**src/rtl/core/dspp_pkg.sv**
```systemverilog
// ----------------------------------------------------------------------------
// dspp_pkg
// Shared constants for the delta-state packet parser: parse phases, byte
// roles, packet status codes and the fixed field sizes of the packet format.
// ----------------------------------------------------------------------------
package dspp_pkg;

    // Parse phase codes (plain vector state).
    localparam logic [1:0] PH_HDR   = 2'd0;
    localparam logic [1:0] PH_ENT   = 2'd1;
    localparam logic [1:0] PH_PAY   = 2'd2;
    localparam logic [1:0] PH_TRAIL = 2'd3;

    // Role of each byte on the result channel.
    localparam logic [1:0] KIND_HEADER   = 2'd0;
    localparam logic [1:0] KIND_PAYLOAD  = 2'd1;
    localparam logic [1:0] KIND_TRAILING = 2'd2;

    // Packet status reported on the closing byte.
    localparam logic [1:0] STAT_OK        = 2'd0;
    localparam logic [1:0] STAT_SHORT     = 2'd1;
    localparam logic [1:0] STAT_CUT_EHDR  = 2'd2;
    localparam logic [1:0] STAT_CUT_PAY   = 2'd3;

    // Field sizes in bytes, at the width of the field byte counter.
    localparam logic [3:0] HDR_BYTES      = 4'd4;
    localparam logic [3:0] SNAP_BYTES     = 4'd2;
    localparam logic [3:0] ID_BYTES       = 4'd8;
    localparam logic [3:0] ENT_HDR_BYTES  = 4'd10;

endpackage

```
**src/rtl/core/delta_state_packet_parser.sv**
```systemverilog
// ----------------------------------------------------------------------------
// delta_state_packet_parser
// Byte-serial parser for delta-state packets: header, entity headers and
// payload, with newest-snapshot tracking and an end-of-packet status.
// ----------------------------------------------------------------------------
// The parser takes one packet byte per clock and returns exactly one result
// per byte, in the cycle after the byte is accepted, so a continuous stream runs
// at one byte per clock. The parse state advances as each byte is accepted and
// the result lands in an output register; a new byte is taken whenever that
// register is empty or is being drained in the same cycle, so only
// backpressure on the result channel slows the input. Each packet opens with a
// big-endian 16-bit snapshot id and 16-bit entity count, then per entity a
// 64-bit id, a 16-bit length and that many payload bytes; bytes past the
// counted entities come back marked as trailing. The newest snapshot id is
// kept across packets by 16-bit serial-number order and survives packet ends.
module delta_state_packet_parser (
    input  logic        i_clk,
    input  logic        i_rst_n,
    // Input byte channel
    input  logic        i_valid,
    output logic        o_ready,
    input  logic [7:0]  i_data_byte,
    input  logic        i_packet_last,
    // Result channel
    output logic        o_valid,
    input  logic        i_ready,
    output logic [1:0]  o_byte_kind,
    output logic [7:0]  o_payload_byte,
    output logic [63:0] o_entity_id,
    output logic [15:0] o_payload_offset,
    output logic [15:0] o_entity_length,
    output logic        o_entity_done,
    output logic [15:0] o_snapshot_number,
    output logic [15:0] o_entity_total,
    output logic [15:0] o_newest_snapshot,
    output logic [1:0]  o_packet_status,
    output logic        o_packet_end
);

    // Parse state
    logic [1:0]  r_phase,     n_phase;
    logic [3:0]  r_field_cnt, n_field_cnt;
    logic [15:0] r_snap,      n_snap;
    logic [15:0] r_ent_cnt,   n_ent_cnt;
    logic [15:0] r_parsed,    n_parsed;
    logic [63:0] r_id,        n_id;
    logic [15:0] r_len,       n_len;
    logic [15:0] r_pos,       n_pos;
    logic [15:0] r_newest,    n_newest;

    // Result register
    logic        r_out_valid;
    logic [1:0]  r_kind,   n_kind;
    logic [7:0]  r_pay,    n_pay;
    logic [63:0] r_eid,    n_eid;
    logic [15:0] r_off,    n_off;
    logic [15:0] r_elen,   n_elen;
    logic        r_done,   n_done;
    logic [15:0] r_osnap;
    logic [15:0] r_ototal;
    logic [15:0] r_onewest;
    logic [1:0]  r_status, n_status;
    logic        r_end;

    logic        w_in_acc;
    logic [3:0]  w_cnt_inc;
    logic [63:0] w_id_base;
    logic [15:0] w_len_base;
    logic [15:0] w_parsed_inc;
    logic [15:0] w_pos_inc;
    logic [15:0] w_snap_diff;

    assign o_ready  = !r_out_valid || i_ready;
    assign w_in_acc = i_valid && o_ready;

    assign w_cnt_inc    = r_field_cnt + 4'd1;
    assign w_parsed_inc = r_parsed + 16'd1;
    assign w_pos_inc    = r_pos + 16'd1;
    assign w_id_base    = (r_field_cnt == 4'd0) ? 64'd0 : r_id;
    assign w_len_base   = (r_field_cnt == 4'd0) ? 16'd0 : r_len;

    always_comb begin
        n_phase     = r_phase;
        n_field_cnt = r_field_cnt;
        n_snap      = r_snap;
        n_ent_cnt   = r_ent_cnt;
        n_parsed    = r_parsed;
        n_id        = r_id;
        n_len       = r_len;
        n_pos       = r_pos;
        n_newest    = r_newest;
        n_kind      = dspp_pkg::KIND_HEADER;
        n_pay       = 8'd0;
        n_eid       = 64'd0;
        n_off       = 16'd0;
        n_elen      = 16'd0;
        n_done      = 1'b0;
        n_status    = dspp_pkg::STAT_OK;
        w_snap_diff = 16'd0;

        case (r_phase)
            dspp_pkg::PH_HDR: begin
                if (r_field_cnt < dspp_pkg::SNAP_BYTES) begin
                    n_snap = {r_snap[7:0], i_data_byte};
                end else begin
                    n_ent_cnt = {r_ent_cnt[7:0], i_data_byte};
                end
                n_field_cnt = w_cnt_inc;
                if (w_cnt_inc == dspp_pkg::HDR_BYTES) begin
                    n_field_cnt = 4'd0;
                    // Serial-number order: take the new id when it lies ahead
                    // by 1 to 32767 modulo 2^16.
                    w_snap_diff = n_snap - r_newest;
                    if (w_snap_diff != 16'd0 && !w_snap_diff[15]) begin
                        n_newest = n_snap;
                    end
                    n_phase = (n_ent_cnt != 16'd0) ? dspp_pkg::PH_ENT : dspp_pkg::PH_TRAIL;
                end
            end
            dspp_pkg::PH_ENT: begin
                if (r_field_cnt < dspp_pkg::ID_BYTES) begin
                    n_id  = {w_id_base[55:0], i_data_byte};
                    n_len = w_len_base;
                end else begin
                    n_id  = w_id_base;
                    n_len = {w_len_base[7:0], i_data_byte};
                end
                n_field_cnt = w_cnt_inc;
                n_eid       = n_id;
                n_elen      = n_len;
                if (w_cnt_inc == dspp_pkg::ENT_HDR_BYTES) begin
                    n_field_cnt = 4'd0;
                    n_pos       = 16'd0;
                    if (n_len == 16'd0) begin
                        // An empty entity closes on its last header byte.
                        n_done   = 1'b1;
                        n_parsed = w_parsed_inc;
                        n_phase  = (w_parsed_inc == r_ent_cnt) ? dspp_pkg::PH_TRAIL
                                                               : dspp_pkg::PH_ENT;
                    end else begin
                        n_phase = dspp_pkg::PH_PAY;
                    end
                end
            end
            dspp_pkg::PH_PAY: begin
                n_kind = dspp_pkg::KIND_PAYLOAD;
                n_pay  = i_data_byte;
                n_eid  = r_id;
                n_elen = r_len;
                n_off  = r_pos;
                n_pos  = w_pos_inc;
                if (w_pos_inc == r_len) begin
                    n_done   = 1'b1;
                    n_parsed = w_parsed_inc;
                    n_phase  = (w_parsed_inc == r_ent_cnt) ? dspp_pkg::PH_TRAIL
                                                           : dspp_pkg::PH_ENT;
                end
            end
            default: begin
                n_kind = dspp_pkg::KIND_TRAILING;
            end
        endcase

        if (i_packet_last) begin
            case (n_phase)
                dspp_pkg::PH_HDR: n_status = dspp_pkg::STAT_SHORT;
                dspp_pkg::PH_ENT: n_status = dspp_pkg::STAT_CUT_EHDR;
                dspp_pkg::PH_PAY: n_status = dspp_pkg::STAT_CUT_PAY;
                default:          n_status = dspp_pkg::STAT_OK;
            endcase
        end
    end

    always_ff @(posedge i_clk) begin
        if (!i_rst_n) begin
            r_phase     <= dspp_pkg::PH_HDR;
            r_field_cnt <= 4'd0;
            r_snap      <= 16'd0;
            r_ent_cnt   <= 16'd0;
            r_parsed    <= 16'd0;
            r_id        <= 64'd0;
            r_len       <= 16'd0;
            r_pos       <= 16'd0;
            r_newest    <= 16'd0;
        end else if (w_in_acc) begin
            r_newest <= n_newest;
            if (i_packet_last) begin
                // Everything but the newest snapshot starts over per packet.
                r_phase     <= dspp_pkg::PH_HDR;
                r_field_cnt <= 4'd0;
                r_snap      <= 16'd0;
                r_ent_cnt   <= 16'd0;
                r_parsed    <= 16'd0;
                r_id        <= 64'd0;
                r_len       <= 16'd0;
                r_pos       <= 16'd0;
            end else begin
                r_phase     <= n_phase;
                r_field_cnt <= n_field_cnt;
                r_snap      <= n_snap;
                r_ent_cnt   <= n_ent_cnt;
                r_parsed    <= n_parsed;
                r_id        <= n_id;
                r_len       <= n_len;
                r_pos       <= n_pos;
            end
        end
    end

    always_ff @(posedge i_clk) begin
        if (!i_rst_n) begin
            r_out_valid <= 1'b0;
        end else if (w_in_acc) begin
            r_out_valid <= 1'b1;
        end else if (i_ready) begin
            r_out_valid <= 1'b0;
        end
    end

    always_ff @(posedge i_clk) begin
        if (w_in_acc) begin
            r_kind    <= n_kind;
            r_pay     <= n_pay;
            r_eid     <= n_eid;
            r_off     <= n_off;
            r_elen    <= n_elen;
            r_done    <= n_done;
            r_osnap   <= n_snap;
            r_ototal  <= n_ent_cnt;
            r_onewest <= n_newest;
            r_status  <= n_status;
            r_end     <= i_packet_last;
        end
    end

    assign o_valid           = r_out_valid;
    assign o_byte_kind       = r_kind;
    assign o_payload_byte    = r_pay;
    assign o_entity_id       = r_eid;
    assign o_payload_offset  = r_off;
    assign o_entity_length   = r_elen;
    assign o_entity_done     = r_done;
    assign o_snapshot_number = r_osnap;
    assign o_entity_total    = r_ototal;
    assign o_newest_snapshot = r_onewest;
    assign o_packet_status   = r_status;
    assign o_packet_end      = r_end;

    // A closing byte always leaves the parser at the start of a new packet.
    a_last_clears: assert property (@(posedge i_clk) disable iff (!i_rst_n)
        (w_in_acc && i_packet_last) |=> (r_phase == dspp_pkg::PH_HDR && r_field_cnt == 4'd0))
        else $error("parse state not cleared after packet end");

    // A byte taken in the payload phase comes back as payload.
    a_pay_kind: assert property (@(posedge i_clk) disable iff (!i_rst_n)
        (w_in_acc && r_phase == dspp_pkg::PH_PAY) |=>
            (o_valid && o_byte_kind == dspp_pkg::KIND_PAYLOAD))
        else $error("payload byte not tagged as payload");

    // Payload offsets stay inside the declared entity length.
    a_off_range: assert property (@(posedge i_clk) disable iff (!i_rst_n)
        (o_valid && o_byte_kind == dspp_pkg::KIND_PAYLOAD) |->
            (o_payload_offset < o_entity_length))
        else $error("payload offset beyond entity length");

    // Status is only reported on the byte that closes the packet.
    a_status_end: assert property (@(posedge i_clk) disable iff (!i_rst_n)
        (o_valid && !o_packet_end) |-> (o_packet_status == dspp_pkg::STAT_OK))
        else $error("status reported before packet end");

    // The header byte counter never runs past the packet header.
    a_hdr_cnt: assert property (@(posedge i_clk) disable iff (!i_rst_n)
        (r_phase == dspp_pkg::PH_HDR) |-> (r_field_cnt < dspp_pkg::HDR_BYTES))
        else $error("header byte count out of range");

endmodule
```
**config.mk**
```make
export PLATFORM = sky130hd
export DESIGN_NAME = delta_state_packet_parser
export DESIGN_NICKNAME = d
export VERILOG_FILES = /design/src/rtl/core/dspp_pkg.sv /design/src/rtl/core/delta_state_packet_parser.sv
export SDC_FILE = /design/constraint.sdc
export NUM_CORES = 1
export LEC_CHECK = 0
export ABC_CLOCK_PERIOD_IN_PS = 7930
export BUFFER_PORTS_ARGS = -buffer_cell sky130_fd_sc_hd__buf_4
export CORE_ASPECT_RATIO = 1.75
export CORE_MARGIN = 2
export CORE_UTILIZATION = 59
export DETAILED_ROUTE_END_ITERATION = 8
export PLACE_DENSITY = 0.8
export SLEW_MARGIN = 10
export SYNTH_ARGS = -nofsm -noshare
export SYNTH_HDL_FRONTEND = slang
export SYNTH_SLANG_ARGS = --single-unit
```
**constraint.sdc**
```tcl
create_clock -name i_clk -period 7.93 [get_ports i_clk]
set_input_delay 1.1895 -clock i_clk [delete_from_list [all_inputs] [get_ports i_clk]]
set_output_delay 1.1895 -clock i_clk [all_outputs]
set_load 0.02 [all_outputs]
```
* Yosys cells after proc, flatten, opt, wreduce, memory -nomap -nowiden
Index checks and enable logic that the tools add are counted.
Storage, ports and cells: latch bits 0, register bits 325, ROM bits 0, input port bits 13, bits in writable memories 0, memories 0
Cells by class: shift operators 0, multipliers 0, bitwise operators 0, equality and inequality tests 11, reductions and logical operators 20, divide/modulo/power cells 0, multiplexer cells 50, order comparisons 2, add/subtract/negate cells 4
Operators with widths (number):
- 16-bit two-way mux | 22
- 64-bit two-way mux | 4
- 64-bit one-hot mux with 2 select lines | 1
- 16-bit one-hot mux with 2 select lines | 3
- 16-bit by 1-bit adder with 16-bit output (second input constant) | 2
- 16-bit equality test | 2
- 16-bit nonzero test | 2
- 16-bit zero test | 1
- 16-bit subtractor | 1
- 2-bit two-way mux | 7
- 4-bit two-way mux | 3
- 2-bit one-hot mux with 3 select lines | 2
- 3-bit != test (second input constant) | 3
- 4-bit one-hot mux with 2 select lines | 1
- 3-bit nonzero test | 2
- 1-bit two-way mux | 5
- 5-bit AND reduction | 1
- 4-bit by 1-bit adder with 4-bit output (second input constant) | 1
- 2-bit by 1-bit equality test with 1-bit output (second input constant) | 2
- 2-bit equality test (second input constant) | 2
- 4-bit by 3-bit equality test with 1-bit output (second input constant) | 1
- 4-bit equality test (second input constant) | 1
- 2-bit zero test | 2
- 4-bit zero test | 1
- other kinds (11) | 15

* Longest topological paths before layout
Gate-level depths: netlist of run 1.
word-level depth 10, gate-level depth with buffers 18, depth with buffers taken out 14

* Least setup slack after synthesis of run 1
OpenSTA, ideal clock, no wires.
path type in2reg, start in i_ready, end reg r_newest[10], stages 7, library setup time 0.090 ns, path slack 0.795 ns, buffers on the path 2, arrival 7.046 ns, cells stage by stage nand2b_1 > nand2_1 > clkinv_1 > clkbuf_1 > clkbuf_1 > nand4_1 > o21ai_2
Between the ends: cells in the longest elaborated chain, start to end 2
Ends and longest elaborated chain:
- from (decl) | RTL line delta_state_packet_parser.sv:26 | input logic i_ready,
- 1-bit logical OR | RTL line delta_state_packet_parser.sv:73 | assign o_ready = !r_out_valid || i_ready;
- 1-bit logical AND | RTL line delta_state_packet_parser.sv:74 | assign w_in_acc = i_valid && o_ready;
- net w_in_acc | RTL line delta_state_packet_parser.sv:65 | logic w_in_acc;
- to (signal assigned) | RTL line delta_state_packet_parser.sv:186 | r_newest <= n_newest;
- to (decl) | RTL line delta_state_packet_parser.sv:49 | logic [15:0] r_newest, n_newest;
The timed path passes the listed nets, and every way through them passes these cells. A chain may end at the register's enable or synchronous reset.

* Final worst setup path of run 1
start reg r_field_cnt[1], end reg r_newest[14]
Between the ends: cells in the longest elaborated chain, start to end 9, elaborated cells between the ends (all ways) 12, those cells by class 2 x add/sub; 1 x order compare; 1 x eq/ne; 5 x mux; 3 x reduce/logical
Ends and longest elaborated chain:
- from (decl) | RTL line delta_state_packet_parser.sv:42 | logic [3:0] r_field_cnt, n_field_cnt;
- from (signal assigned) | RTL line delta_state_packet_parser.sv:199 | r_field_cnt <= n_field_cnt;
- 4-bit by 2-bit less-than comparator with 1-bit output | RTL line delta_state_packet_parser.sv:103 | if (r_field_cnt < dspp_pkg::SNAP_BYTES) begin
- 16-bit two-way mux | RTL line delta_state_packet_parser.sv:103
- 16-bit two-way mux | RTL line delta_state_packet_parser.sv:101 | case (r_phase)
- 16-bit subtractor | RTL line delta_state_packet_parser.sv:113 | w_snap_diff = n_snap - r_newest;
- 16-bit nonzero test / 1-bit zero test (equally long branches) | RTL line delta_state_packet_parser.sv:114 | if (w_snap_diff != 16'd0 && !w_snap_diff[15]) begin
- 1-bit logical AND | RTL line delta_state_packet_parser.sv:114
- 16-bit two-way mux | RTL line delta_state_packet_parser.sv:114
- 16-bit two-way mux (*) | RTL line delta_state_packet_parser.sv:109 | if (w_cnt_inc == dspp_pkg::HDR_BYTES) begin
- 16-bit two-way mux (*) | RTL line delta_state_packet_parser.sv:101
Every way passes the cells marked *; elsewhere a longest branch is shown, timed or not. The select of a mux whose other input is x is not followed.

==> results of run 1 <==
-- report_power, final --
part           internal, uW  switching [uW]
Clock                   861             616
Combinational          96.8             182
Sequential             1800            18.0
-- through the flow --
| stage | hold WS, ps | area (um2) |
|---|---|---|
| final | 459 | 18400 |
| after global routing | 473 | 18400 |
| after CTS | 460 | 18400 |
| after detailed placement | 451 | 17400 |
| after global placement | 447 | 17400 |
| after floorplan | 436 | 16000 |
-- per-layer routing --
layer | vias to the layer above | share of wire | global-route usage
met3 | 117 | 0.049 | 0.0290
met1 | 6227 | 0.38 | 0.348
met5 | - | 0 | 0
met2 | 517 | 0.52 | 0.527
li1 | 5984 | - | -
met4 | 0 | 0.051 | 0.150
-- final timing paths --
kind | end | slack (ps) | cells after the start
max reg2reg | r_newest[14] | 2390 | 15
min | r_newest[9] | 460 | 2
max | r_newest[14] | 2390 | 15
min reg2reg | r_newest[9] | 460 | 2
-- layout by cell type, fill, tap and decap left out, drive strengths merged, types with 13 or more instances in the layout --
master  instances
xnor2          31
a22o           30
clkbuf         36
nand4          24
and2           55
nand2         145
nor4           19
a21o           13
mux2           38
buf           189
inv            44
ha             26
a21boi         39
dfxtp         167
nor3           20
a22oi         137
edfxtp        158
xor2           18
o211ai         20
nor2b         148
a21oi          37
nand3          25
o21ai          90
nor2           43
-- cell families after synthesis --
group,Yosys count
adder cells (fa/ha/maj),27
XOR/XNOR,49
AND/OR/NAND/NOR,533
AO/OA/AOI/OAI,437
flip-flops,325
multiplexers,46
buffers and inverters,162
-- critical path: cells and delay by family (launching register included) --
family                   cells  cell delay, ps
AND/OR/NAND/NOR              4            2110
AO/OA/AOI/OAI                6            1540
adder cells (fa/ha/maj)      2             650
multiplexers                 1             420
flip-flops                   1             370
buffers and inverters        2             330
-- area by class of cell --
cell class / count / share of cell area
sequential: 325 / 0.440
multi-input combinational: 1092 / 0.397
timing repair buffer: 189 / 0.0772
clock buffer: 36 / 0.0425
tap: 324 / 0.0220
clock inverter: 18 / 0.0118
inverter: 44 / 0.00925
==> impl_metrics.csv, run 1 <==
group,metric,value,unit
power_and_ir_drop,power.total,3570,uW
yosys,yosys_warnings,0,
critical_path,startpoint,"r_field_cnt[1]",
global_route,antenna_found_initial,0,
cts,cts_buffers,29,
critical_path,r2r_start,"r_field_cnt[1]",
sta,min_period,5540,ps
sta,worst_pin_slew,1190,ps
cts,postCtsHoldBufs,0,
critical_path,crit_fanout,49,
floorplan,fp.dieW,128,um
cts,clkTransAtPathRegs,70,ps
route,drc_errors,0,
run,cap_viol_max_count,0,
yosys,synthAdderAreaFrac,0.0216,
cts,cts.path.max_buffers,3,
cts,ctsHtreeMaxLevel,1,
sta,fmax,181,MHz
layout,final-seq-area,8090,um2
critical_path,worstPathArrival,5990,ps
yosys,synth_compound_area_frac,0.195,
layout,fin_nets,1721,
layout,fillers,2021,
floorplan,core_area,26600,um2
global_route,grt-ovfl-total,0,
yosys,netlist_instances,1579,
layout,area_growth,14.9,%
sta,rsz0062_at_grt,"false",
yosys,yosysMostFrequentCell,"dfxtp_1",
route,ant_nets,0,
place,dp_slack,2400,ps
sta,slew_viol_final,0,
critical_path,crit_path_max_incr_delay,820,ps
layout,fin_cells,2028,
yosys,synth_area_leaders,"edfxtp_1 (30%), dfxtp_1 (21%), a22oi_1 (6.4%), nor2b_1 (5.8%), nand2_1 (3.4%)",
cts,ctsRootBufferMaster,"clkbuf_16",
yosys,synth_top_family_by_area,"compound AO/OA/AOI/OAI gates",
critical_path,cp_cell_sequence,"nor3_2 -> mux2i_1 -> ha_1 -> inv_1 -> fa_1 -> a21o_1 -> and4_1 -> o32a_1 -> a211oi_2 -> o22ai_1 -> or4b_1 -> o211a_1 -> buf_4 -> and2_1 -> o211a_1",
route,finalWirelength,42.8,mm
yosys,ys_ff_latch,325,
place,place.gp.congestion,0.973,
sta,finalSetupViolCount,0,
critical_path,setup.worst_path.end_class,"flip-flop",
place,post-dp-hpwl,28.7,mm
yosys,avgSynthCellArea,10.1,um2
yosys,synth_nets,1619,
yosys,synth_ff_type,"dfxtp_1",
min_path,hold_class,"flip-flop to flip-flop",
layout,drive_gt1_frac,0.177,
route,dr.pass1.iters,7,
floorplan,num_io_pins,173,
yosys,synth-seq-area-share,0.506,
yosys,synthSimpleGateAreaFrac,0.180,
sta,final.setup_skew,10.2,ps
floorplan,dieArea,28500,um2
floorplan,rows,79,
yosys,synth_edf_count,158,
yosys,ys_top_cells_by_count,"dfxtp_1 (167), edfxtp_1 (158), nor2b_1 (148), nand2_1 (145), a22oi_1 (137)",
yosys,synth_async_sr_flop_share,0,
sta,fin_crit_sh,0.698,
cts,post_cts_buffers,0,
yosys,synth_area,16000,um2
sta,fin_setup_tns,0,ps
critical_path,critPathLaunchType,"flip-flop",
cts,cts_resized,0,
yosys,synth_xor_area_frac,0.0268,
yosys,post-synth-top-area-fraction,0.297,
layout,n_antenna_cell,0,
global_route,grt_pass1_wl,66.8,mm
power_and_ir_drop,ir_drop,0.174,mV
run_status,status,"completed",
global_route,grt_start_max_net_pins,122,
cts,cts.sinks,325,
layout,multi_input_area,7310,um2
sta,hold_viol_final,0,
route,viasPerCell,6.33,
sta,postLayoutSetupSlackWorst,2390,ps
critical_path,worstPathRequired,8380,ps
critical_path,critPathMostFrequentCell,"o211a_1",
place,port-buffer-count,172,
floorplan,start_util,0.602,
yosys,synth_area_leader_cell,"edfxtp_1",
yosys,ys_types,73,
cts,cts_tree,"built",
critical_path,worstSetupPathType,"flip-flop to flip-flop",
yosys,synthMuxAreaShare,0.0318,
place,dp.cells,1974,
global_route,grt_pass1_vias,12286,
critical_path,cp_slowest_cell,"nor3_2",
sta,timing.slew.headroom,0.207,
route,wl_per_cell,21.1,um
layout,fin_util,0.692,
floorplan,die_y,222,um
route,num_vias,12845,
cts,clk_latency,570,ps
power_and_ir_drop,power.leakage,0.00663,uW
power_and_ir_drop,power_density,194,nW/um2
global_route,grt_usage,0.295,
min_path,hp-start,"r_newest[9]",
route,drt_iter0_drc,1264,
Note: power is estimated with default switching activity, not from simulation.
==> run 2: changes to the inputs <==
--- a/config.mk
+++ b/config.mk
@@ -5,13 +5,13 @@
 export SDC_FILE = /design/constraint.sdc
 export NUM_CORES = 1
 export LEC_CHECK = 0
-export ABC_CLOCK_PERIOD_IN_PS = 7930
+export ABC_CLOCK_PERIOD_IN_PS = 4700
 export BUFFER_PORTS_ARGS = -buffer_cell sky130_fd_sc_hd__buf_4
 export CORE_ASPECT_RATIO = 1.75
 export CORE_MARGIN = 2
-export CORE_UTILIZATION = 59
+export CORE_UTILIZATION = 54
 export DETAILED_ROUTE_END_ITERATION = 8
-export PLACE_DENSITY = 0.8
+export PLACE_DENSITY = 0.77
 export SLEW_MARGIN = 10
 export SYNTH_ARGS = -nofsm -noshare
 export SYNTH_HDL_FRONTEND = slang
==> constraint.sdc (replaced) <==
create_clock -name i_clk -period 4.7 [get_ports i_clk]
set_input_delay 0.705 -clock i_clk [delete_from_list [all_inputs] [get_ports i_clk]]
set_output_delay 0.705 -clock i_clk [all_outputs]
set_load 0.02 [all_outputs]
==> run 2 against run 1 <==
- final area rose by 0.64%
- critical path depth fell by 1
- clock skew barely moved
- setup slack got worse by 2100 ps
- combinational power rose by 71%
- first-iteration DRC count fell by 22%
- final cell count rose by 3.3%
- worst hold slack got worse by 32 ps
==> impl_metrics.csv, run 2 (synthesis gave the netlist of run 1 again) <==
group,metric,value,unit
layout,layout_common_cells,"buf_4 (195), dfxtp_1 (167), edfxtp_1 (158)",
route,drc_errors,0,
cts,ctsHtreeMaxLevel,1,
cts,ctsRootBufferMaster,"clkbuf_16",
floorplan,start_util,0.546,
cts,postCtsHoldBufs,0,
critical_path,worstPathRequired,4990,ps
global_route,grt_pass1_vias,12278,
min_path,holdPathStages,3,
power_and_ir_drop,power_density,323,nW/um2
route,num_vias,12807,
layout,fin_util,0.632,
route,drt_iter0_drc,986,
global_route,grt_usage,0.272,
place,dp_slack,102,ps
layout,final_common_cell,"buf_4",
cts,clkTransAtPathRegs,70,ps
floorplan,rows,83,
floorplan,dieArea,31100,um2
cts,clk_latency,570,ps
place,place.gp.congestion,0.920,
critical_path,startpoint,"r_field_cnt[1]",
sta,fmax,226,MHz
place,post-dp-hpwl,29.2,mm
sta,fin_crit_sh,0.943,
sta,worst_pin_slew,1140,ps
floorplan,fp.dieW,134,um
global_route,grt_pass1_wl,67.2,mm
floorplan,die_y,232,um
global_route,grt-ovfl-total,0,
layout,fillers,2419,
sta,postLayoutSetupSlackWorst,267,ps
run,cap_viol_max_count,0,
cts,cts.sinks,325,
cts,cts_tree,"built",
route,finalWirelength,43.2,mm
sta,final.setup_skew,10.2,ps
min_path,hold_class,"primary input to flip-flop",
layout,area_growth,15.7,%
min_path,hp-start,"i_valid",
run_status,status,"completed",
route,dr.pass1.iters,5,
floorplan,num_io_pins,173,
sta,fin_setup_tns,0,ps
route,viasPerCell,6.12,
place,port-buffer-count,172,
layout,n_antenna_cell,0,
sta,min_period,4430,ps
route,ant_nets,0,
place,dpl_cell_area,17500,um2
sta,timing.slew.headroom,0.236,
global_route,grt_start_max_net_pins,151,
critical_path,crit_fanout,48,
layout,drive_gt1_frac,0.184,
critical_path,worstPathArrival,4720,ps
sta,rsz0062_at_grt,"false",
cts,cts.path.max_buffers,3,
critical_path,rr_worst_depth,14,
power_and_ir_drop,ir_drop,0.254,mV
route,wl_per_cell,20.6,um
critical_path,worstSetupPathType,"flip-flop to flip-flop",
sta,slew_viol_final,0,
layout,fin_nets,1729,
sta,finalSetupViolCount,0,
critical_path,setup.worst_path.end_class,"flip-flop",
critical_path,critPathLaunchType,"flip-flop",
layout,final_area,18500,um2
floorplan,core_area,29300,um2
cts,cts_buffers,29,
power_and_ir_drop,power.leakage,0.00667,uW
global_route,antenna_found_initial,0,
sta,hold_viol_final,0,
critical_path,r2r_start,"r_field_cnt[1]",
-- run 2: stage by stage --
stage          hold WS (ps)  instances  total power (uW)
2_1_floorplan           436       1579              3400
3_3_place_gp            447       2040              3600
3_5_place_dp            452       2040              3600
4_1_cts                 412       2094              6000
5_1_grt                 446       2094              6130
6_report                427       2094              5970
-- run 2: what timing repair did --
| action | CTS | global route |
|---|---|---|
| gates resized for setup | 0 | 3 |
| setup endpoints to repair | 0 | 17 |
| buffers inserted | 0 | 0 |
-- run 2: final cells by class --
class	count	area (um2)	share of cell area
clock buffer	36	782	0.0423
sequential	325	8090	0.437
inverter	44	170	0.00920
multi-input combinational	1092	7310	0.395
clock inverter	18	186	0.0101
tap	382	478	0.0258
timing repair buffer	197	1500	0.0808
-- run 2: layer usage --
metal  up-vias  global-route usage  routed length (um)
met5         -                   0                   0
li1       5992                   -                   -
met1      6237               0.324               16600
met4         0               0.123                1890
met2       475               0.496               22800
met3       103              0.0247                1970
-- run 2: power by group --
| part | leakage, uW | switching (uW) | internal, uW |
|---|---|---|---|
| Combinational | 0.00326 | 310 | 166 |
| Sequential | 0.00294 | 33.9 | 3040 |
| Clock | 0.000473 | 1070 | 1350 |
-- run 2: critical path, cell delays in order, from the launching register on --
cell	delay [ps]
dfxtp_1	390
nor3_4	250
buf_6	250
mux2_2	400
ha_1	370
a21o_1	220
a21o_1	200
o32a_1	400
a211oi_2	240
o22ai_1	120
or4b_1	540
o211a_1	230
buf_4	270
nand2_1	130
o21ai_0	120
-- run 2: final timing paths --
| kind | to | slack (ps) |
|---|---|---|
| hold reg to reg | r_newest[13] | 460 |
| setup reg to reg | o_newest_snapshot[10] | 270 |
| setup / recovery | o_newest_snapshot[10] | 270 |
| hold / removal | o_valid | 430 |
